`src/rtl/page_frame_replacement_fifo_lru_top_defines.svh`:
```
// Assertion macros used by the page frame replacement sequencer.
`ifndef PAGE_FRAME_REPLACEMENT_FIFO_LRU_TOP_DEFINES_SVH
`define PAGE_FRAME_REPLACEMENT_FIFO_LRU_TOP_DEFINES_SVH

// Clocked assertion on clk_i, silenced while rst_ni is low.
`define ASSERT_CLK(label, prop, msg) \
  label: assert property (@(posedge clk_i) disable iff (!rst_ni) (prop)) else $error(msg);

// Same-cycle implication.
`define ASSERT_IMPL(label, ante, cons, msg) \
  `ASSERT_CLK(label, (ante) |-> (cons), msg)

// Next-cycle implication.
`define ASSERT_NEXT(label, ante, cons, msg) \
  `ASSERT_CLK(label, (ante) |=> (cons), msg)

`endif

```
`src/rtl/pfr_pkg.sv`:
```
// Shared constants and types of the page frame replacement table.
package pfr_pkg;

  localparam int MAX_FRAMES_DEF = 16;
  localparam int PAGE_BITS_DEF  = 16;

  localparam int AGE_W     = 16;
  localparam int SLOT_W    = 4;
  localparam int EVP_W     = 16;
  localparam int FAULT_W   = 32;
  localparam int CFG_IDX_W = 2;
  localparam int CFG_DAT_W = 5;

  localparam logic [AGE_W-1:0]   AGE_MAX   = '1;
  localparam logic [FAULT_W-1:0] FAULT_MAX = '1;

  // Configuration register indexes.
  localparam logic [CFG_IDX_W-1:0] REG_FRAMES_IN_USE = 2'd0;
  localparam logic [CFG_IDX_W-1:0] REG_POLICY_MODE   = 2'd1;

  // Replacement policy codes.
  localparam logic POLICY_FIFO = 1'b0;
  localparam logic POLICY_LRU  = 1'b1;

  localparam logic [CFG_DAT_W-1:0] FRAMES_RESET = 5'd4;

  // One finished access result.
  typedef struct packed {
    logic               hit;
    logic [SLOT_W-1:0]  slot;
    logic               ev_valid;
    logic [EVP_W-1:0]   ev_page;
    logic [FAULT_W-1:0] fault;
  } res_t;

endpackage

```
`src/rtl/page_frame_replacement_fifo_lru_top.sv`:
```
// Top level of the FIFO/LRU page frame replacement table.
//
// Usage: one page number arrives per input beat on in_valid_i/in_stall_o and
// produces exactly one result beat on out_valid_o/out_stall_i, carrying the
// hit flag, the frame slot, the eviction flag and page, and the fault count.
// The table state lives in a synchronous memory with a registered read port.
// Each access makes two passes over the frames in use: a scan pass
// that looks for a hit, the lowest free frame and the oldest frame, and an
// update pass that reads, ages and writes every frame back. Each pass reads
// one frame per cycle through the memory read port. An access runs through
// the idle step that takes the page, the scan pass, the decision step, the
// update pass and the hand-off to the output register; the sequencer takes
// no new page until that hand-off is done.
// A finished result goes into an output register; the block takes the next
// page while that result waits, and only holds its last step while the
// output register is still full. Reset empties every frame, clears the fault
// count and sets four frames in FIFO mode; no clearing pass is needed, since
// valid marks in flip-flops hide the stale memory contents.
// Configuration beats are taken while the block is idle and no page is offered.
module page_frame_replacement_fifo_lru_top #(
  parameter int MAX_FRAMES = pfr_pkg::MAX_FRAMES_DEF,
  parameter int PAGE_BITS  = pfr_pkg::PAGE_BITS_DEF
) (
  input  logic                          clk_i,
  input  logic                          rst_ni,
  input  logic                          cfg_valid_i,
  output logic                          cfg_ready_o,
  input  logic [pfr_pkg::CFG_IDX_W-1:0] cfg_index_i,
  input  logic [pfr_pkg::CFG_DAT_W-1:0] cfg_data_i,
  input  logic                          in_valid_i,
  output logic                          in_stall_o,
  input  logic [PAGE_BITS-1:0]          page_number_i,
  output logic                          out_valid_o,
  input  logic                          out_stall_i,
  output logic                          hit_o,
  output logic [pfr_pkg::SLOT_W-1:0]    frame_slot_o,
  output logic                          evicted_valid_o,
  output logic [pfr_pkg::EVP_W-1:0]     evicted_page_o,
  output logic [pfr_pkg::FAULT_W-1:0]   fault_total_o
);

  localparam int FIDX_W = (MAX_FRAMES > 1) ? $clog2(MAX_FRAMES) : 1;

  logic [pfr_pkg::CFG_DAT_W-1:0] frames_in_use_q, frames_in_use_d;
  logic                          policy_q, policy_d;
  logic [FIDX_W-1:0]             last_idx;
  logic                          idle;

  logic                          rd_en, wr_en;
  logic [FIDX_W-1:0]             rd_addr, wr_addr;
  logic [PAGE_BITS-1:0]          rd_page, wr_page;
  logic [pfr_pkg::AGE_W-1:0]     rd_age, wr_age;

  logic                          res_valid, res_ready;
  pfr_pkg::res_t                 res;
  logic                          out_valid_q, out_valid_d;
  pfr_pkg::res_t                 out_q;

  // A configuration beat never lands on the same edge as an accepted page.
  assign cfg_ready_o = idle && !in_valid_i;
  assign in_stall_o  = !idle;

  // Configuration writes; unknown indexes are dropped.
  always_comb begin
    frames_in_use_d = frames_in_use_q;
    policy_d        = policy_q;
    if (cfg_valid_i && cfg_ready_o) begin
      case (cfg_index_i)
        pfr_pkg::REG_FRAMES_IN_USE: frames_in_use_d = cfg_data_i;
        pfr_pkg::REG_POLICY_MODE:   policy_d        = cfg_data_i[0];
        default: ;
      endcase
    end
  end

  // A count of zero acts as one frame, and a count above the built depth as the depth.
  always_comb begin
    if (frames_in_use_q == '0) begin
      last_idx = '0;
    end else if (int'(frames_in_use_q) > MAX_FRAMES) begin
      last_idx = FIDX_W'(MAX_FRAMES - 1);
    end else begin
      last_idx = FIDX_W'(frames_in_use_q - 1'b1);
    end
  end

  pfr_frame_mem #(
    .MAX_FRAMES (MAX_FRAMES),
    .PAGE_BITS  (PAGE_BITS)
  ) u_mem (
    .clk_i     (clk_i),
    .rd_en_i   (rd_en),
    .rd_addr_i (rd_addr),
    .rd_page_o (rd_page),
    .rd_age_o  (rd_age),
    .wr_en_i   (wr_en),
    .wr_addr_i (wr_addr),
    .wr_page_i (wr_page),
    .wr_age_i  (wr_age)
  );

  pfr_ctrl #(
    .MAX_FRAMES (MAX_FRAMES),
    .PAGE_BITS  (PAGE_BITS)
  ) u_ctrl (
    .clk_i       (clk_i),
    .rst_ni      (rst_ni),
    .in_valid_i  (in_valid_i),
    .page_i      (page_number_i),
    .idle_o      (idle),
    .last_i      (last_idx),
    .policy_i    (policy_q),
    .rd_en_o     (rd_en),
    .rd_addr_o   (rd_addr),
    .rd_page_i   (rd_page),
    .rd_age_i    (rd_age),
    .wr_en_o     (wr_en),
    .wr_addr_o   (wr_addr),
    .wr_page_o   (wr_page),
    .wr_age_o    (wr_age),
    .res_valid_o (res_valid),
    .res_ready_i (res_ready),
    .res_o       (res)
  );

  // Output register: it takes a new result when empty or when its beat leaves.
  assign res_ready = !out_valid_q || !out_stall_i;

  always_comb begin
    out_valid_d = out_valid_q;
    if (res_valid && res_ready) begin
      out_valid_d = 1'b1;
    end else if (!out_stall_i) begin
      out_valid_d = 1'b0;
    end
  end

  always_ff @(posedge clk_i or negedge rst_ni) begin
    if (!rst_ni) begin
      frames_in_use_q <= pfr_pkg::FRAMES_RESET;
      policy_q        <= pfr_pkg::POLICY_FIFO;
      out_valid_q     <= 1'b0;
    end else begin
      frames_in_use_q <= frames_in_use_d;
      policy_q        <= policy_d;
      out_valid_q     <= out_valid_d;
    end
  end

  always_ff @(posedge clk_i) begin
    if (res_valid && res_ready) begin
      out_q <= res;
    end
  end

  assign out_valid_o     = out_valid_q;
  assign hit_o           = out_q.hit;
  assign frame_slot_o    = out_q.slot;
  assign evicted_valid_o = out_q.ev_valid;
  assign evicted_page_o  = out_q.ev_page;
  assign fault_total_o   = out_q.fault;

endmodule

```
`src/rtl/pfr_frame_mem.sv`:
```
// Frame table memory: page number and age per frame, one write and one registered read port.
module pfr_frame_mem #(
  parameter int MAX_FRAMES = pfr_pkg::MAX_FRAMES_DEF,
  parameter int PAGE_BITS  = pfr_pkg::PAGE_BITS_DEF,
  localparam int FIDX_W    = (MAX_FRAMES > 1) ? $clog2(MAX_FRAMES) : 1
) (
  input  logic                     clk_i,
  input  logic                     rd_en_i,
  input  logic [FIDX_W-1:0]        rd_addr_i,
  output logic [PAGE_BITS-1:0]     rd_page_o,
  output logic [pfr_pkg::AGE_W-1:0] rd_age_o,
  input  logic                     wr_en_i,
  input  logic [FIDX_W-1:0]        wr_addr_i,
  input  logic [PAGE_BITS-1:0]     wr_page_i,
  input  logic [pfr_pkg::AGE_W-1:0] wr_age_i
);

  localparam int ENT_W = PAGE_BITS + pfr_pkg::AGE_W;

  logic [ENT_W-1:0] mem_q [MAX_FRAMES];
  logic [ENT_W-1:0] rd_data_q;

  always_ff @(posedge clk_i) begin
    if (wr_en_i) begin
      mem_q[wr_addr_i] <= {wr_page_i, wr_age_i};
    end
  end

  always_ff @(posedge clk_i) begin
    if (rd_en_i) begin
      rd_data_q <= mem_q[rd_addr_i];
    end
  end

  assign rd_page_o = rd_data_q[ENT_W-1:pfr_pkg::AGE_W];
  assign rd_age_o  = rd_data_q[pfr_pkg::AGE_W-1:0];

endmodule

```
`src/rtl/pfr_ctrl.sv`:
```
// Access sequencer: scans the frame table, picks the slot and ages every frame in use.
`include "page_frame_replacement_fifo_lru_top_defines.svh"

module pfr_ctrl #(
  parameter int MAX_FRAMES = pfr_pkg::MAX_FRAMES_DEF,
  parameter int PAGE_BITS  = pfr_pkg::PAGE_BITS_DEF,
  localparam int FIDX_W    = (MAX_FRAMES > 1) ? $clog2(MAX_FRAMES) : 1
) (
  input  logic                      clk_i,
  input  logic                      rst_ni,
  input  logic                      in_valid_i,
  input  logic [PAGE_BITS-1:0]      page_i,
  output logic                      idle_o,
  input  logic [FIDX_W-1:0]         last_i,
  input  logic                      policy_i,
  output logic                      rd_en_o,
  output logic [FIDX_W-1:0]         rd_addr_o,
  input  logic [PAGE_BITS-1:0]      rd_page_i,
  input  logic [pfr_pkg::AGE_W-1:0] rd_age_i,
  output logic                      wr_en_o,
  output logic [FIDX_W-1:0]         wr_addr_o,
  output logic [PAGE_BITS-1:0]      wr_page_o,
  output logic [pfr_pkg::AGE_W-1:0] wr_age_o,
  output logic                      res_valid_o,
  input  logic                      res_ready_i,
  output pfr_pkg::res_t             res_o
);

  localparam logic [2:0] S_IDLE   = 3'd0;
  localparam logic [2:0] S_SCAN   = 3'd1;
  localparam logic [2:0] S_DECIDE = 3'd2;
  localparam logic [2:0] S_UPD    = 3'd3;
  localparam logic [2:0] S_DONE   = 3'd4;

  logic [2:0]                   state_q, state_d;
  logic [FIDX_W-1:0]            i_q, i_d;
  logic                         iss_done_q, iss_done_d;
  logic                         rsp_v_q, rsp_v_d;
  logic [FIDX_W-1:0]            rsp_idx_q, rsp_idx_d;
  logic [MAX_FRAMES-1:0]        frame_valid_q, frame_valid_d;
  logic [pfr_pkg::FAULT_W-1:0]  fault_q, fault_d, fault_inc;
  logic                         hit_f_q, hit_f_d;
  logic                         free_f_q, free_f_d;

  logic [PAGE_BITS-1:0]         pg_q, pg_d;
  logic [FIDX_W-1:0]            hit_idx_q, hit_idx_d;
  logic [FIDX_W-1:0]            free_idx_q, free_idx_d;
  logic [pfr_pkg::AGE_W-1:0]    best_age_q, best_age_d;
  logic [FIDX_W-1:0]            best_idx_q, best_idx_d;
  logic [PAGE_BITS-1:0]         best_page_q, best_page_d;
  logic [FIDX_W-1:0]            slot_q, slot_d, slot_sel;
  logic                         miss_q, miss_d;
  logic                         touch_q, touch_d;
  pfr_pkg::res_t                res_q, res_d;

  logic                         rsp_vld;
  logic [pfr_pkg::AGE_W-1:0]    age_inc;

  assign rsp_vld   = frame_valid_q[rsp_idx_q];
  assign age_inc   = (rd_age_i == pfr_pkg::AGE_MAX) ? rd_age_i : rd_age_i + 1'b1;
  assign fault_inc = (fault_q == pfr_pkg::FAULT_MAX) ? fault_q : fault_q + 1'b1;
  assign slot_sel  = free_f_q ? free_idx_q : best_idx_q;

  always_comb begin
    state_d       = state_q;
    i_d           = i_q;
    iss_done_d    = iss_done_q;
    frame_valid_d = frame_valid_q;
    fault_d       = fault_q;
    hit_f_d       = hit_f_q;
    free_f_d      = free_f_q;
    pg_d          = pg_q;
    hit_idx_d     = hit_idx_q;
    free_idx_d    = free_idx_q;
    best_age_d    = best_age_q;
    best_idx_d    = best_idx_q;
    best_page_d   = best_page_q;
    slot_d        = slot_q;
    miss_d        = miss_q;
    touch_d       = touch_q;
    res_d         = res_q;
    rd_en_o       = 1'b0;
    wr_en_o       = 1'b0;
    wr_page_o     = rd_page_i;
    wr_age_o      = age_inc;
    res_valid_o   = 1'b0;

    case (state_q)
      S_IDLE: begin
        if (in_valid_i) begin
          pg_d       = page_i;
          i_d        = '0;
          iss_done_d = 1'b0;
          hit_f_d    = 1'b0;
          free_f_d   = 1'b0;
          best_age_d = '0;
          best_idx_d = '0;
          state_d    = S_SCAN;
        end
      end
      S_SCAN: begin
        if (!iss_done_q) begin
          rd_en_o = 1'b1;
          i_d     = i_q + 1'b1;
          if (i_q == last_i) begin
            iss_done_d = 1'b1;
          end
        end
        if (rsp_v_q) begin
          if (!hit_f_q && rsp_vld && (rd_page_i == pg_q)) begin
            hit_f_d   = 1'b1;
            hit_idx_d = rsp_idx_q;
          end
          if (!free_f_q && !rsp_vld) begin
            free_f_d   = 1'b1;
            free_idx_d = rsp_idx_q;
          end
          // Ties move to the later frame, so the highest index wins.
          if (rsp_vld && (rd_age_i >= best_age_q)) begin
            best_age_d  = rd_age_i;
            best_idx_d  = rsp_idx_q;
            best_page_d = rd_page_i;
          end
          if (rsp_idx_q == last_i) begin
            state_d = S_DECIDE;
          end
        end
      end
      S_DECIDE: begin
        i_d        = '0;
        iss_done_d = 1'b0;
        state_d    = S_UPD;
        if (hit_f_q) begin
          slot_d         = hit_idx_q;
          miss_d         = 1'b0;
          touch_d        = (policy_i == pfr_pkg::POLICY_LRU);
          res_d.hit      = 1'b1;
          res_d.slot     = pfr_pkg::SLOT_W'(hit_idx_q);
          res_d.ev_valid = 1'b0;
          res_d.ev_page  = '0;
          res_d.fault    = fault_q;
        end else begin
          fault_d                 = fault_inc;
          slot_d                  = slot_sel;
          miss_d                  = 1'b1;
          touch_d                 = 1'b1;
          frame_valid_d[slot_sel] = 1'b1;
          res_d.hit               = 1'b0;
          res_d.slot              = pfr_pkg::SLOT_W'(slot_sel);
          res_d.ev_valid          = !free_f_q;
          res_d.ev_page           = free_f_q ? '0 : pfr_pkg::EVP_W'(best_page_q);
          res_d.fault             = fault_inc;
        end
      end
      S_UPD: begin
        if (!iss_done_q) begin
          rd_en_o = 1'b1;
          i_d     = i_q + 1'b1;
          if (i_q == last_i) begin
            iss_done_d = 1'b1;
          end
        end
        if (rsp_v_q) begin
          wr_en_o = 1'b1;
          if (rsp_idx_q == slot_q) begin
            if (miss_q) begin
              wr_page_o = pg_q;
            end
            // A fresh or touched frame restarts at zero and is then aged once.
            if (touch_q) begin
              wr_age_o = pfr_pkg::AGE_W'(1);
            end
          end
          if (rsp_idx_q == last_i) begin
            state_d = S_DONE;
          end
        end
      end
      S_DONE: begin
        res_valid_o = 1'b1;
        if (res_ready_i) begin
          state_d = S_IDLE;
        end
      end
      default: begin
        state_d = S_IDLE;
      end
    endcase

    rsp_v_d   = rd_en_o;
    rsp_idx_d = i_q;
  end

  assign rd_addr_o = i_q;
  assign wr_addr_o = rsp_idx_q;
  assign idle_o    = (state_q == S_IDLE);
  assign res_o     = res_q;

  always_ff @(posedge clk_i or negedge rst_ni) begin
    if (!rst_ni) begin
      state_q       <= S_IDLE;
      i_q           <= '0;
      iss_done_q    <= 1'b0;
      rsp_v_q       <= 1'b0;
      rsp_idx_q     <= '0;
      frame_valid_q <= '0;
      fault_q       <= '0;
      hit_f_q       <= 1'b0;
      free_f_q      <= 1'b0;
    end else begin
      state_q       <= state_d;
      i_q           <= i_d;
      iss_done_q    <= iss_done_d;
      rsp_v_q       <= rsp_v_d;
      rsp_idx_q     <= rsp_idx_d;
      frame_valid_q <= frame_valid_d;
      fault_q       <= fault_d;
      hit_f_q       <= hit_f_d;
      free_f_q      <= free_f_d;
    end
  end

  always_ff @(posedge clk_i) begin
    pg_q        <= pg_d;
    hit_idx_q   <= hit_idx_d;
    free_idx_q  <= free_idx_d;
    best_age_q  <= best_age_d;
    best_idx_q  <= best_idx_d;
    best_page_q <= best_page_d;
    slot_q      <= slot_d;
    miss_q      <= miss_d;
    touch_q     <= touch_d;
    res_q       <= res_d;
  end

  `ASSERT_CLK(a_fault_mono, fault_q >= $past(fault_q), "fault count went down")
  `ASSERT_CLK(a_valid_sticky, (frame_valid_q & $past(frame_valid_q)) == $past(frame_valid_q), "a frame lost its valid mark")
  `ASSERT_IMPL(a_rw_apart, wr_en_o && rd_en_o, wr_addr_o != rd_addr_o, "read and write hit the same frame")
  `ASSERT_NEXT(a_fill_marks, (state_q == S_DECIDE) && !hit_f_q, frame_valid_q[slot_q], "filled frame not marked valid")
  `ASSERT_IMPL(a_hit_no_evict, res_valid_o && res_o.hit, !res_o.ev_valid, "hit reported an eviction")

endmodule

```
`config.mk`:
```
export PLATFORM = sky130hd
export DESIGN_NAME = page_frame_replacement_fifo_lru_top
export DESIGN_NICKNAME = d
export VERILOG_FILES = /design/src/rtl/pfr_pkg.sv /design/src/rtl/page_frame_replacement_fifo_lru_top.sv /design/src/rtl/pfr_frame_mem.sv /design/src/rtl/pfr_ctrl.sv
export VERILOG_INCLUDE_DIRS = /design/src /design/src/rtl
export SDC_FILE = /design/constraint.sdc
export NUM_CORES = 1
export LEC_CHECK = 0
export BUFFER_PORTS_ARGS = -buffer_cell sky130_fd_sc_hd__buf_2
export CAP_MARGIN = 20
export CORE_MARGIN = 2
export CORE_UTILIZATION = 42
export DETAILED_ROUTE_END_ITERATION = 10
export HOLD_SLACK_MARGIN = 0.02
export PLACE_DENSITY = 0.66
export SLEW_MARGIN = 20
export SYNTH_ARGS = -nofsm -noshare
export SYNTH_HDL_FRONTEND = slang
export SYNTH_SLANG_ARGS = --single-unit
export TNS_END_PERCENT = 5
```
`constraint.sdc`:
```
create_clock -name clk_i -period 4.3 [get_ports clk_i]
set_input_delay 0.215 -clock clk_i [delete_from_list [all_inputs] [get_ports clk_i]]
set_output_delay 0.215 -clock clk_i [all_outputs]
set_load 0.005 [all_outputs]
```
# After elaboration in Yosys (flattened, before gate mapping)
# Memories as Yosys holds them, arrays and structs flattened. A register that Yosys moved wholly into a read port is not among the register bits.
# Cells that the tools add are included.
dict set report word_totals {
  mem_bits_rw 512
  regBits 244
  elab_cells 158
  mem_count 1
  output_inout_bits 57
}
# name depth width rd rd_ports_with_merged_regs write_ports line
set mem_list {}
lappend mem_list {u_mem.mem_q 16 32 1 1 1 pfr_frame_mem.sv:20} ;# logic [ENT_W-1:0] mem_q [MAX_FRAMES];
dict set report op_classes {
  bitwise_logic 2
  n_mux 57
  n_addsub 4
  n_lt_le_gt_ge 5
  n_eq_ne 22
  reduce_logical 36
}
# op n
set op_table {}
lappend op_table {{$mux 16} 13}
lappend op_table {{$mux 54} 1}
lappend op_table {{$add 32x1->32 const B} 1}
lappend op_table {{$eq 32x32->1 const B} 1}
lappend op_table {{$mux 32} 1}
lappend op_table {{$mux 4} 8}
lappend op_table {{$pmux 16 s2} 1}
lappend op_table {{$mux 1} 19}
lappend op_table {{$mux 3} 6}
lappend op_table {{$add 16x1->16 const B} 1}
lappend op_table {{$eq 16x16->1} 1}
lappend op_table {{$eq 16x16->1 const B} 1}
lappend op_table {{$ge 16x16->1} 1}
lappend op_table {{$ne 2x1->1 const B} 8}
lappend op_table {{$or 16x16->16} 1}
lappend op_table {{$pmux 3 s5} 1}
lappend op_table {{$eq 4x4->1} 3}
lappend op_table {{$pmux 4 s3} 1}
lappend op_table {{$reduce_and 3->1} 4}
lappend op_table {{$reduce_and 4->1} 3}
lappend op_table {{$lt 4x5->1 const B} 2}
lappend op_table {{$reduce_and 2->1} 5}
lappend op_table {{$logic_and 1x1->1} 8}
lappend op_table {{$pmux 4 s2} 1}
lappend op_table {{23 further kinds} 34}

# Depth between registers and ports, before layout
# Gate-level depths: netlist of run 1.
dict set report depth {
  ltp_word 7
  ltp_mapped 9
  depth_no_buf 8
}

# Cells and area by module
# Synthesis of run 1 repeated with hierarchy kept, for this count alone.
dict set report unflattened {
  hier_cells 1649
  area_unflattened_um2 30828.3
}
# mod cells_per_inst n_inst area_per_inst_um2 seq_area_each_um2
set modules_own_cells {}
lappend modules_own_cells {pfr_frame_mem 838 1 20174.3 16335.7}
lappend modules_own_cells {pfr_ctrl 714 1 8623.3 5059.9}
lappend modules_own_cells {page_frame_replacement_fifo_lru_top 97 1 2030.7 1798.0}

# Worst setup path before layout of run 1
# No wires, ideal clock.
dict set report synth_timing {
  path_type {register -> register}
  startpoint {reg u_ctrl.state_q[0]}
  endpoint {reg out_q (netlist bit evicted_page_o[0]) (enable)}
  t_arrival_ns 3.447
  n_path_buf 1
  period_less_slack_ns 3.931
  path_stages_with_launch 5
  setup_time_ns 0.484
  setup_slack_ns 0.369
  required_ns 3.816
  cell_sequence {dfrtp_1 clkbuf_1 nor2_1 nand2_1 a21oi_1}
}
dict set report synth_via {
  elab_chain_cells 3
}
# element line
set synth_lines {}
lappend synth_lines {{from (decl)} pfr_ctrl.sv:35} ;# logic [2:0] state_q, state_d;
lappend synth_lines {{from (signal assigned)} pfr_ctrl.sv:211} ;# state_q <= state_d;
lappend synth_lines {{$eq 3x3->1} pfr_ctrl.sv:88} ;# case (state_q)
lappend synth_lines {{$mux 1} pfr_ctrl.sv:88}
lappend synth_lines {{$logic_and 1x1->1} page_frame_replacement_fifo_lru_top.sv:151} ;# if (res_valid && res_ready) begin
lappend synth_lines {{to (signal assigned)} page_frame_replacement_fifo_lru_top.sv:152} ;# out_q <= res;
lappend synth_lines {{to (decl)} page_frame_replacement_fifo_lru_top.sv:57} ;# pfr_pkg::res_t out_q;
# No other way between the ends.
# A chain may end at the register's enable or synchronous reset.

# Worst setup path in the final report of run 1
dict set report layout_timing {
  startpoint {reg u_mem.rd_data_q[9] (read register of u_mem.mem_q)}
  endpoint {reg u_ctrl.best_age_q[8] (netlist bit) (enable)}
}
dict set report layout_via {
  elab_chain_cells 4
}
# element line
set layout_lines {}
lappend layout_lines {{from (decl)} pfr_frame_mem.sv:21} ;# logic [ENT_W-1:0] rd_data_q;
lappend layout_lines {{$ge 16x16->1} pfr_ctrl.sv:119} ;# if (rsp_vld && (rd_age_i >= best_age_q)) begin
lappend layout_lines {{$logic_and 1x1->1} pfr_ctrl.sv:119}
lappend layout_lines {{$ne 2x1->1 (no line)} n/a}
lappend layout_lines {{$reduce_and 4->1 (no line)} n/a}
lappend layout_lines {{to (signal assigned)} pfr_ctrl.sv:227} ;# best_age_q <= best_age_d;
lappend layout_lines {{to (decl)} pfr_ctrl.sv:48} ;# logic [pfr_pkg::AGE_W-1:0] best_age_q, best_age_d;
# No other way between the ends.

==> impl_results.md, run 1 <==
- CP Cell Sequence: ha_1 > a21oi_1 > o21ai_0 > a2111oi_0 > buf_4 > a211oi_4 > nand2b_1
- Most numerous cell in the Yosys netlist: edfxtp_1
- Synth unique cells: 73
- Status: complete, no violations
- CTS resizes: 0
- CTS buffer count: 80
- Syn_nets: 1875
- Filler instances: 6058
- CORE AREA: 0.0742 mm²
- Leak: 12.7 nW
- Setup ws final: 0.742 ns
- Post-synth EDFFs: 714
- Yosys warning count: 0
- Cells after synthesis: 1827
- Initial antenna violation count: 4
- Total congestion overflow: 0
- Max_cap viols: 0
- Iteration count of the initial detailed-routing pass: 5
- Share of the synthesized area in the top cell type: 0.683
- Top layer reached by signal wires: met5
- Data required, critical path: 4.54 ns
- M1 WL: 29200 µm
- Worst path max stage delay: 0.87 ns
- Global-route wire length before repair: 106000 µm
- CTS Sinks: 784
- DRT Wirelength: 68700 µm
- Die Y: 277 µm
- Final period util: 0.827
- Design area: 0.0362 mm²
- Starting Density: 0.423
- Sequential-to-total area share from yosys stat: 0.739
- CP startpoint kind: register
- Wirelength per Cell: 22.7 µm
- Area of placed instances: 0.0333 mm²
- # hold bufs at CTS: 29
- Max-slew violations: 0
- Setup TNS: 0 ns
- # setup viols final: 0
- Skew-Pair Late Insertion Delay: 0.63 ns
- Drt via density: 5.52
- N_diodes: 0
- Final min period: 3.56 ns
- Post-DP HPWL: 40900 µm
- FP Rows: 100
- Clock Pin Slew Worst Setup and Hold Paths: 0.06 ns
- Hold Vio Cnt, Final: 0
- Final GP Congestion: 0.830
- Peak supply drop: 0.000361 V
- TritonCTS clock tree: built
- Largest area contributor in the netlist: edfxtp_1
- I/O pin cnt: 85
- Routed vias: 16711
- Max transition margin: 0.265
- Asr flop ratio synth: 0.0893
- NumNets Final: 2043
- Post CTS Setup Buffer Count: 0
- Die Area: 0.0769 mm²
- Placed cell count: 2853
- Area growth, synth to finish: 15.4%
- Synth Register Bits: 784
- Number of I/O port buffers: 84
- Final ANT Viol Nets: 0
- Power Density: 645 mW/mm²
- Setup crit end kind: register
- Fmax: 0.281 GHz
- Met3 Routed Length: 4460 µm
- H-tree depth: 3
- Buf+Inv Stages, Crit Path: 1
- Synth Flop Type: edfxtp_1
- Total GRT Usage: 0.180
- Iteration-0 DRC Markers: 1689
- Synth area leaders: edfxtp_1 (68%), dfrtp_1 (5.5%), mux4_2 (4.9%), mux2i_1 (3.4%), xor2_1 (2.0%)
- Layout Cells excl Fill: 3026
- Unrepaired setup endpoints after global routing: no
- Hold Path Class: primary input to register
- Clk_skew: 0.0222 ns
- WP data arrival: 3.79 ns
- Metal2 WL: 33500 µm
- CP Class: register to register
- Top delay family on crit path: compound AO/OA/AOI/OAI gates
- Post-synth top cells: edfxtp_1 (714), mux2i_1 (107), nand2_1 (107)
- Vias in the first global route: 17033
- Largest net degree at the start of global routing: 47
- Crit-path max FO: 20
- Clk root buf: clkbuf_16
- Dpl ws: 0.700 ns
- Slew @ Worst Pin: 1.10 ns
- Synthesized cell area: 0.0314 mm²
- Residual DRC: 0
- Clock Tree Buf Depth: 3
- Layout cell share with drive strength beyond 1: 0.209
- Syn Area/Cell: 17.2 µm²
- Critical path's slowest cell: nand2b_1
- Die width: 277 µm
-- kinds of logic after synthesis --
family | synth area share
adders and majority gates | 0.00933
buffers and inverters | 0.0148
muxes | 0.102
AOI/OAI and AO/OA | 0.0478
and+or+nand+nor | 0.0597
xor gates and xnor gates | 0.0274
DFF | 0.739
-- worst reg2reg max path: stages, from the launching register on --
cell and delay (ns):
edfxtp_1 0.48, ha_1 0.35, a21oi_1 0.07, o21ai_0 0.26, a2111oi_0 0.12, buf_4 0.16, a211oi_4 0.85, nand2b_1 0.87
-- layer usage --
| metal | up-vias | track usage |
|---|---|---|
| li1 | 7442 | - |
| met1 | 8555 | 0.246 |
| met2 | 599 | 0.297 |
| met3 | 113 | 0.0309 |
| met4 | 2 | 0.0537 |
| met5 | - | 0 |
-- placed cells by master (no fill, tap or decap), types with 11 or more instances in the layout --
master         count
nand2_1          107
clkbuf_16         82
buf_2             84
edfxtp_1         714
nor3_1            21
nand4_1           14
clkinv_2          14
and2_1            38
nor2_1            60
a22oi_1           33
nand2b_1          11
inv_1             26
mux2_2            51
clkbuf_1          11
xnor2_1           28
mux4_2            68
clkinv_1          16
o21ai_0           70
dfrtp_1           66
a21o_1            13
buf_4             53
dlygate4sd3_1     29
a21oi_1           42
ha_1              20
xor2_1            70
nor2_4            13
nand3_1           21
mux2i_1          107
a221oi_1          33
-- where the power goes --
part | leakage (nW) | switching (W) | internal, W
combinational | 4.06 | 0.00344 | 0.00221
clock | 1.27 | 0.00290 | 0.00400
sequential | 7.40 | 0.000745 | 0.0101
-- registers in the layout, indices dropped and copies added, names as in the netlist, 5 cells and up --
register / flops
u_ctrl.best_page_q: 16
u_mem.rd_data_q: 32
u_ctrl.best_age_q: 16
u_ctrl.frame_valid_q: 16
evicted_page_o: 16
u_mem.mem_q: 512
fault_total_o: 32
u_ctrl.fault_q: 32
u_ctrl.pg_q: 16
u_ctrl.res_o: 54
frames_in_use_q: 5
-- through the flow --
step                utilization  power (W)  hold WS (ns)
floorplan                     -     0.0145       -0.0806
global placement          0.449     0.0164         0.377
detailed placement        0.449     0.0166         0.393
CTS                       0.488     0.0235        0.0600
global route              0.488     0.0244        0.0542
finish                    0.488     0.0234        0.0387
-- cell type report --
class	instances	area [µm²]	share of cell area
Clock buffer	93	2090	0.0578
Clock inverter	51	523	0.0144
Inverter	26	97.6	0.00269
Multi-Input combinational cell	932	7880	0.217
Sequential cell	784	23200	0.641
Tap cell	969	1210	0.0335
Timing Repair Buffer	171	1210	0.0334
-- final timing paths --
check / startpoint / cells past startpoint / end / slack, ns
min in group asynchronous: rst_ni / 2 / out_valid_o / 0.27
max in group asynchronous: rst_ni / 3 / u_ctrl.rd_addr_o[0] / 2.98
worst min register to register: u_ctrl.res_o[15] / 0 / fault_total_o[15] / 0.42
worst min-delay path: cfg_index_i[0] / 3 / frames_in_use_q[2] / 0.04
worst max-delay path: u_mem.rd_data_q[9] / 7 / u_ctrl.best_age_q[8] / 0.74
worst max register to register: u_mem.rd_data_q[9] / 7 / u_ctrl.best_age_q[8] / 0.74
(Power assumes the default switching activity.)
==> inputs of run 2 (changes only) <==
--- a/config.mk
+++ b/config.mk
@@ -12,7 +12,7 @@
 export CORE_UTILIZATION = 42
 export DETAILED_ROUTE_END_ITERATION = 10
 export HOLD_SLACK_MARGIN = 0.02
-export PLACE_DENSITY = 0.66
+export PLACE_DENSITY = 0.69
 export SLEW_MARGIN = 20
 export SYNTH_ARGS = -nofsm -noshare
 export SYNTH_HDL_FRONTEND = slang
==> constraint.sdc (replaced) <==
create_clock -name clk_i -period 3.1 [get_ports clk_i]
set_input_delay 0.155 -clock clk_i [delete_from_list [all_inputs] [get_ports clk_i]]
set_output_delay 0.155 -clock clk_i [all_outputs]
set_load 0.005 [all_outputs]
==> run 2 against run 1 <==
Effect of this change: sequential power grew 37%; cell count grew 0.59%; sequential share of layout area fell by 0.33 points; via count rose by 0.26%; design area grew 0.53%; fmax grew 31%; non-clock buffer count grew 18; sequential cell count unchanged; worst hold slack better by 0.065 ns; clock power up 33%; critical path depth stayed put; clock skew up 0.0020 ns; critical endpoint is now frames_in_use_q[1].
==> impl_results.md, run 2 (same netlist as run 1, synthesis figures left out) <==
- FP Rows: 100 (unchanged)
- Crit-path max FO: 15 (-25%)
- Final min period: 2.71 ns (-0.850 ns)
- Skew-Pair Late Insertion Delay: 0.63 ns (about the same)
- Power Density: 877 mW/mm² (+36%)
- Die width: 277 µm (unchanged)
- Clock Tree Buf Depth: 3 (unchanged)
- Peak supply drop: 0.000516 V (+43%)
- Routed vias: 16754 (+0.26%)
- Number of I/O port buffers: 84 (unchanged)
- Clock Pin Slew Worst Setup and Hold Paths: 0.06 ns (about the same)
- CP startpoint kind: register
- Reg-to-reg slack, setup: 0.39 ns (-0.35 ns)
- Unrepaired setup endpoints after global routing: no
- TritonCTS clock tree: built
- Max_cap viols: 0 (unchanged)
- Slew @ Worst Pin: 0.937 ns (-0.162 ns)
- # setup viols final: 0 (unchanged)
- RR Startpoint: u_ctrl.state_q[0]
- Fmax: 0.369 GHz (+31%)
- Post-DP HPWL: 39100 µm (-4.4%)
- Worst hold path cell count: 4 (+1)
- Commonest non-fill, non-tap cell in the layout: edfxtp_1
- Top delay family on crit path: simple AND/OR/NAND/NOR gates
- Worst path max stage delay: 0.56 ns (-0.31 ns)
- Iteration count of the initial detailed-routing pass: 6 (+1)
- Global-route wire length before repair: 104000 µm (-1.2%)
- CTS resizes: 0 (unchanged)
- H-tree depth: 3 (unchanged)
- Iteration-0 DRC Markers: 1446 (-14%)
- Leak: 12.8 nW (+0.69%)
- Dpl ws: 0.554 ns (-0.147 ns)
- Critical path's slowest cell: dfrtp_1
- CORE AREA: 0.0742 mm² (unchanged)
- DRT Wirelength: 67900 µm (-1.1%)
- Largest net degree at the start of global routing: 57 (+21%)
- Data required, critical path: 3.63 ns (-0.91 ns)
- Buf+Inv Stages, Crit Path: 2 (+1)
- CP Class: register to register
- CTS Sinks: 784 (unchanged)
- Area growth, synth to finish: 16.1%
- I/O pin cnt: 85 (unchanged)
- CTS buffer count: 79 (-1.3%)
- Setup TNS: 0 ns (unchanged)
- Largest register FFs: 512 (unchanged)
- Max-slew violations: 0 (unchanged)
- Final GP Congestion: 0.845 (+1.7%)
- Clk root buf: clkbuf_16
- Starting Density: 0.423 (unchanged)
- Post CTS Setup Buffer Count: 0 (unchanged)
- Setup crit end kind: register
- Vias in the first global route: 17106 (+0.43%)
- Hold Crit Start: cfg_valid_i
- Setup ws final: 0.392 ns (-0.350 ns)
- Hold EP: frames_in_use_q[0]
- Residual DRC: 0 (unchanged)
- Total GRT Usage: 0.178 (-0.00199)
- CP Cell Sequence: or3_1 > nor2_1 > nor4bb_1 > buf_4 > nand2_1 > dlygate4sd3_1 > o21ai_0
- Status: complete, no violations
- R2r worst-path depth: 7 (unchanged)
- Die Y: 277 µm (unchanged)
- Hold Vio Cnt, Final: 0 (unchanged)
- NumNets Final: 2060 (+0.83%)
- WP data arrival: 3.24 ns (-0.55 ns)
- Drt via density: 5.50 (-0.34%)
- Layout cell share with drive strength beyond 1: 0.212 (+0.00359)
- Max transition margin: 0.375 (+0.110)
- Clk_skew: 0.0242 ns (+0.00195 ns)
- Initial antenna violation count: 1 (-3)
- Final ANT Viol Nets: 0 (unchanged)
- Wirelength per Cell: 22.3 µm (-1.7%)
- Total congestion overflow: 0 (unchanged)
- Hold Path Class: primary input to register
- Biggest register: u_mem.mem_q
- Die Area: 0.0769 mm² (unchanged)
- Commonest cells after routing, fill and taps aside: edfxtp_1 (714), nand2_1 (107), mux2i_1 (107), buf_2 (85), clkbuf_16 (79)
- Final period util: 0.874 (+0.0462)
- Worst R2R End: frames_in_use_q[1]
## run 2: cell count changes in the layout (fill, tap and decap cells not counted), moves of 2 or more
cell	previous run	this run
clkinvlp_4	4	1
buf_12	5	21
clkinv_8	0	4
buf_4	53	55
clkbuf_1	11	20
clkinv_4	4	1
inv_16	2	0
clkbuf_8	0	2
clkbuf_16	82	79
bufinv_16	8	6
clkinv_1	16	12
## run 2: routing by layer
metal / vias up / part of all wire / global-route usage
li1: 7483 / - / -
met1: 8590 / 0.43 / 0.243
met2: 580 / 0.49 / 0.293
met3: 101 / 0.058 / 0.0319
met4: 0 / 0.022 / 0.0524
met5: - / 0 / 0
## run 2: area by class of cell
| type | count | area (µm²) |
|---|---|---|
| fill | 6005 | 37800 |
| sequential | 784 | 23200 |
| multi-input combinational | 932 | 7860 |
| clock buffer | 101 | 2080 |
| timing repair buffer | 189 | 1540 |
| tap | 969 | 1210 |
| clock inverter | 42 | 408 |
| inverter | 26 | 97.6 |
| antenna | 1 | 2.50 |
## run 2: worst register-to-register path, delay by kind of cell, from the launching register on
| family | cells | cell delay, ns |
|---|---|---|
| simple gates | 4 | 1.22 |
| compound gates | 1 | 0.08 |
| buf+inv | 2 | 0.76 |
| flops | 1 | 0.56 |
## run 2: what timing repair did
item | CTS | global route
endpoints found under the hold margin | 76 | 0
endpoints found under the setup margin | 0 | 0
hold buffers | 28 | 0
## run 2: worst max path at each step
stage,slack (ns),cells after the start,start,end
floorplan,-0.82,6,u_ctrl.state_q[2],u_mem.mem_q[0][0]
global placement,0.53,5,u_mem.rd_data_q[19],u_ctrl.hit_idx_q[1]
detailed placement,0.55,5,u_mem.rd_data_q[19],u_ctrl.hit_idx_q[3]
CTS,0.35,7,u_ctrl.state_q[0],frames_in_use_q[1]
global route,0.22,7,u_ctrl.state_q[0],frames_in_use_q[0]
finish,0.39,7,u_ctrl.state_q[0],frames_in_use_q[1]
## run 2: power by group
group          total, W  internal, W  switching (W)
sequential       0.0148       0.0140       0.000814
clock           0.00914      0.00527        0.00387
combinational   0.00801      0.00319        0.00483
## run 2: metrics by stage
step	std cells	hold slack (ns)	util	cell area (µm²)	total power, W
final	3044	0.104	0.491	36400	0.0319
after global routing	3043	0.0933	0.491	36400	0.0334
after CTS	3043	0.0589	0.491	36400	0.0321
after detailed placement	2872	0.333	0.453	33600	0.0230
after global placement	2871	0.335	0.453	33600	0.0227
after floorplan	1827	-0.141	-	31400	0.0201
==> inputs of run 3 (changes only) <==
--- a/config.mk
+++ b/config.mk
@@ -12,7 +12,7 @@
 export CORE_UTILIZATION = 42
 export DETAILED_ROUTE_END_ITERATION = 10
 export HOLD_SLACK_MARGIN = 0.02
-export PLACE_DENSITY = 0.69
+export PLACE_DENSITY = 0.66
 export SLEW_MARGIN = 20
 export SYNTH_ARGS = -nofsm -noshare
 export SYNTH_HDL_FRONTEND = slang
==> constraint.sdc (replaced) <==
create_clock -name clk_i -period 2.7 [get_ports clk_i]
set_input_delay 0.135 -clock clk_i [delete_from_list [all_inputs] [get_ports clk_i]]
set_output_delay 0.135 -clock clk_i [all_outputs]
set_load 0.005 [all_outputs]
==> run 3 against run 2 <==
Effect of this change: design area up 1.1%; die area unchanged; clock skew fell by 0.0038 ns; total power rose by 17%; non-clock buffer count up 16; critical endpoint unchanged.
==> impl_results.md, run 3 (same netlist as run 1, synthesis figures left out) <==
- Max transition margin: 0.324 (-0.0519)
- CORE AREA: 0.0742 mm² (unchanged)
- Vias in the first global route: 17117 (+0.064%)
- N_diodes: 0 (-1)
- TritonCTS clock tree: built
- Final GP Congestion: 0.818 (-3.2%)
- Area growth, synth to finish: 17.3%
- Die width: 277 µm (unchanged)
- Hold Path Class: primary input to register
- H-tree depth: 3 (unchanged)
- DRT Wirelength: 69500 µm (+2.3%)
- Commonest cells after routing, fill and taps aside: edfxtp_1 (714), nand2_1 (107), mux2i_1 (107), buf_2 (84), clkbuf_16 (82)
- Post-DP HPWL: 40600 µm (+4.0%)
- Unrepaired setup endpoints after global routing: no
- Skew-Pair Late Insertion Delay: 0.62 ns (about the same)
- Design area: 0.0368 mm² (+1.1%)
- Area of placed instances: 0.0339 mm² (+0.65%)
- Fmax: 0.390 GHz (+5.6%)
- Crit-path max FO: 9 (-6)
- Wirelength per Cell: 22.7 µm (+1.9%)
- CTS Sinks: 784 (unchanged)
- Die Y: 277 µm (unchanged)
- Drt via density: 5.48 (-0.50%)
- Initial antenna violation count: 0 (-1)
- Residual DRC: 0 (unchanged)
- Data required, critical path: 3.21 ns (-0.42 ns)
- WP data arrival: 3.08 ns (-0.16 ns)
- Power Density: 1020 mW/mm² (+16%)
- Final min period: 2.56 ns (-0.144 ns)
- Number of I/O port buffers: 84 (unchanged)
- Clk_skew: 0.0204 ns (-0.00381 ns)
- Largest net degree at the start of global routing: 57 (unchanged)
- CTS buffer count: 78 (-1.3%)
- Setup crit end kind: register
- Iteration count of the initial detailed-routing pass: 5 (-1)
- I/O pin cnt: 85 (unchanged)
- Hold Vio Cnt, Final: 0 (unchanged)
- Commonest non-fill, non-tap cell in the layout: edfxtp_1
- Total congestion overflow: 0 (unchanged)
- FP Rows: 100 (unchanged)
- Clock Pin Slew Worst Setup and Hold Paths: 0.06 ns (about the same)
- Filler instances: 5970 (-0.58%)
- Largest register FFs: 512 (unchanged)
- Final period util: 0.950 (+0.0762)
- Iteration-0 DRC Markers: 1344 (-7.1%)
- Reg-to-reg slack, setup: 0.14 ns (-0.26 ns)
- Peak supply drop: 0.000513 V (-0.50%)
- Setup TNS: 0 ns (unchanged)
- NumNets Final: 2075 (+0.73%)
- Starting Density: 0.423 (unchanged)
- Total GRT Usage: 0.180 (+0.00239)
- CP startpoint kind: register
- Clock Tree Buf Depth: 3 (unchanged)
- Layout cell share with drive strength beyond 1: 0.226 (+0.0143)
- Final ANT Viol Nets: 0 (unchanged)
- # setup viols final: 0 (unchanged)
- Max_cap viols: 0 (unchanged)
- Clk root buf: clkbuf_16
- Die Area: 0.0769 mm² (unchanged)
- Slew @ Worst Pin: 1.01 ns (+0.0741 ns)
- CP Class: register to register
- Routed vias: 16747 (-0.042%)
- Status: complete, no violations
- Max-slew violations: 0 (unchanged)
- Leak: 13.0 nW (+1.4%)
- Global-route wire length before repair: 104000 µm (+0.24%)
- Biggest register: u_mem.mem_q
- Post CTS Setup Buffer Count: 0 (unchanged)
## run 3: timing repair
action | 4_1_cts | 5_1_grt
hold endpoints to repair | 59 | 0
hold buffers | 28 | 0
resized for setup | 0 | 6
endpoints found under the setup margin | 0 | 47
## run 3: final timing paths
path / to / depth (start not counted) / from
max: frames_in_use_q[1] / 8 / u_ctrl.state_q[0]
max reg2reg: frames_in_use_q[1] / 8 / u_ctrl.state_q[0]
min reg2reg: fault_total_o[7] / 0 / u_ctrl.res_o[7]
min in group asynchronous: u_ctrl.frame_valid_q[15] / 2 / rst_ni
max in group asynchronous: u_ctrl.fault_q[31] / 3 / rst_ni
min: u_ctrl.free_f_q / 3 / in_valid_i
## run 3: critical path, stage by stage (launching register included)
cell and delay (ns):
dfrtp_1 0.47, buf_4 0.21, or3_1 0.35, nor2_2 0.21, nor4bb_1 0.32, buf_4 0.21, nand2_1 0.06, dlygate4sd3_1 0.55
o21ai_0 0.08
## run 3: stage by stage
| stage | instances | power (W) | setup WS, ns | hold WS, ns | utilization |
|---|---|---|---|---|---|
| 5_1_grt | 3058 | 0.0391 | 0.00575 | 0.0390 | 0.496 |
| 3_3_place_gp | 2888 | 0.0263 | 0.216 | 0.308 | 0.456 |
| 3_5_place_dp | 2888 | 0.0266 | 0.131 | 0.314 | 0.456 |
| 2_1_floorplan | 1827 | 0.0231 | -0.800 | -0.161 | - |
| 4_1_cts | 3058 | 0.0377 | 0.0233 | 0.0204 | 0.496 |
| 6_report | 3058 | 0.0374 | 0.135 | 0.0235 | 0.496 |
## run 3: layout make-up
cell class                 count  area, µm²  area share
sequential                   784      23200       0.631
multi-input combinational    932       7920       0.215
clock buffer                  94       2110      0.0573
timing repair buffer         205       1720      0.0469
tap                          969       1210      0.0330
clock inverter                48        529      0.0144
inverter                      26       97.6     0.00265
## run 3: metal layers
| layer | part of all wire | up-vias | GRT usage |
|---|---|---|---|
| met5 | 0 | - | 0 |
| met4 | 0.025 | 0 | 0.0601 |
| met3 | 0.056 | 107 | 0.0297 |
| met2 | 0.51 | 542 | 0.311 |
| met1 | 0.41 | 8578 | 0.232 |
| li1 | - | 7520 | - |
## run 3: report_power, final
group	internal, W	total (W)	switching [W]
registers	0.0160	0.0170	0.000982
clock network	0.00655	0.0110	0.00449
logic	0.00374	0.00936	0.00562
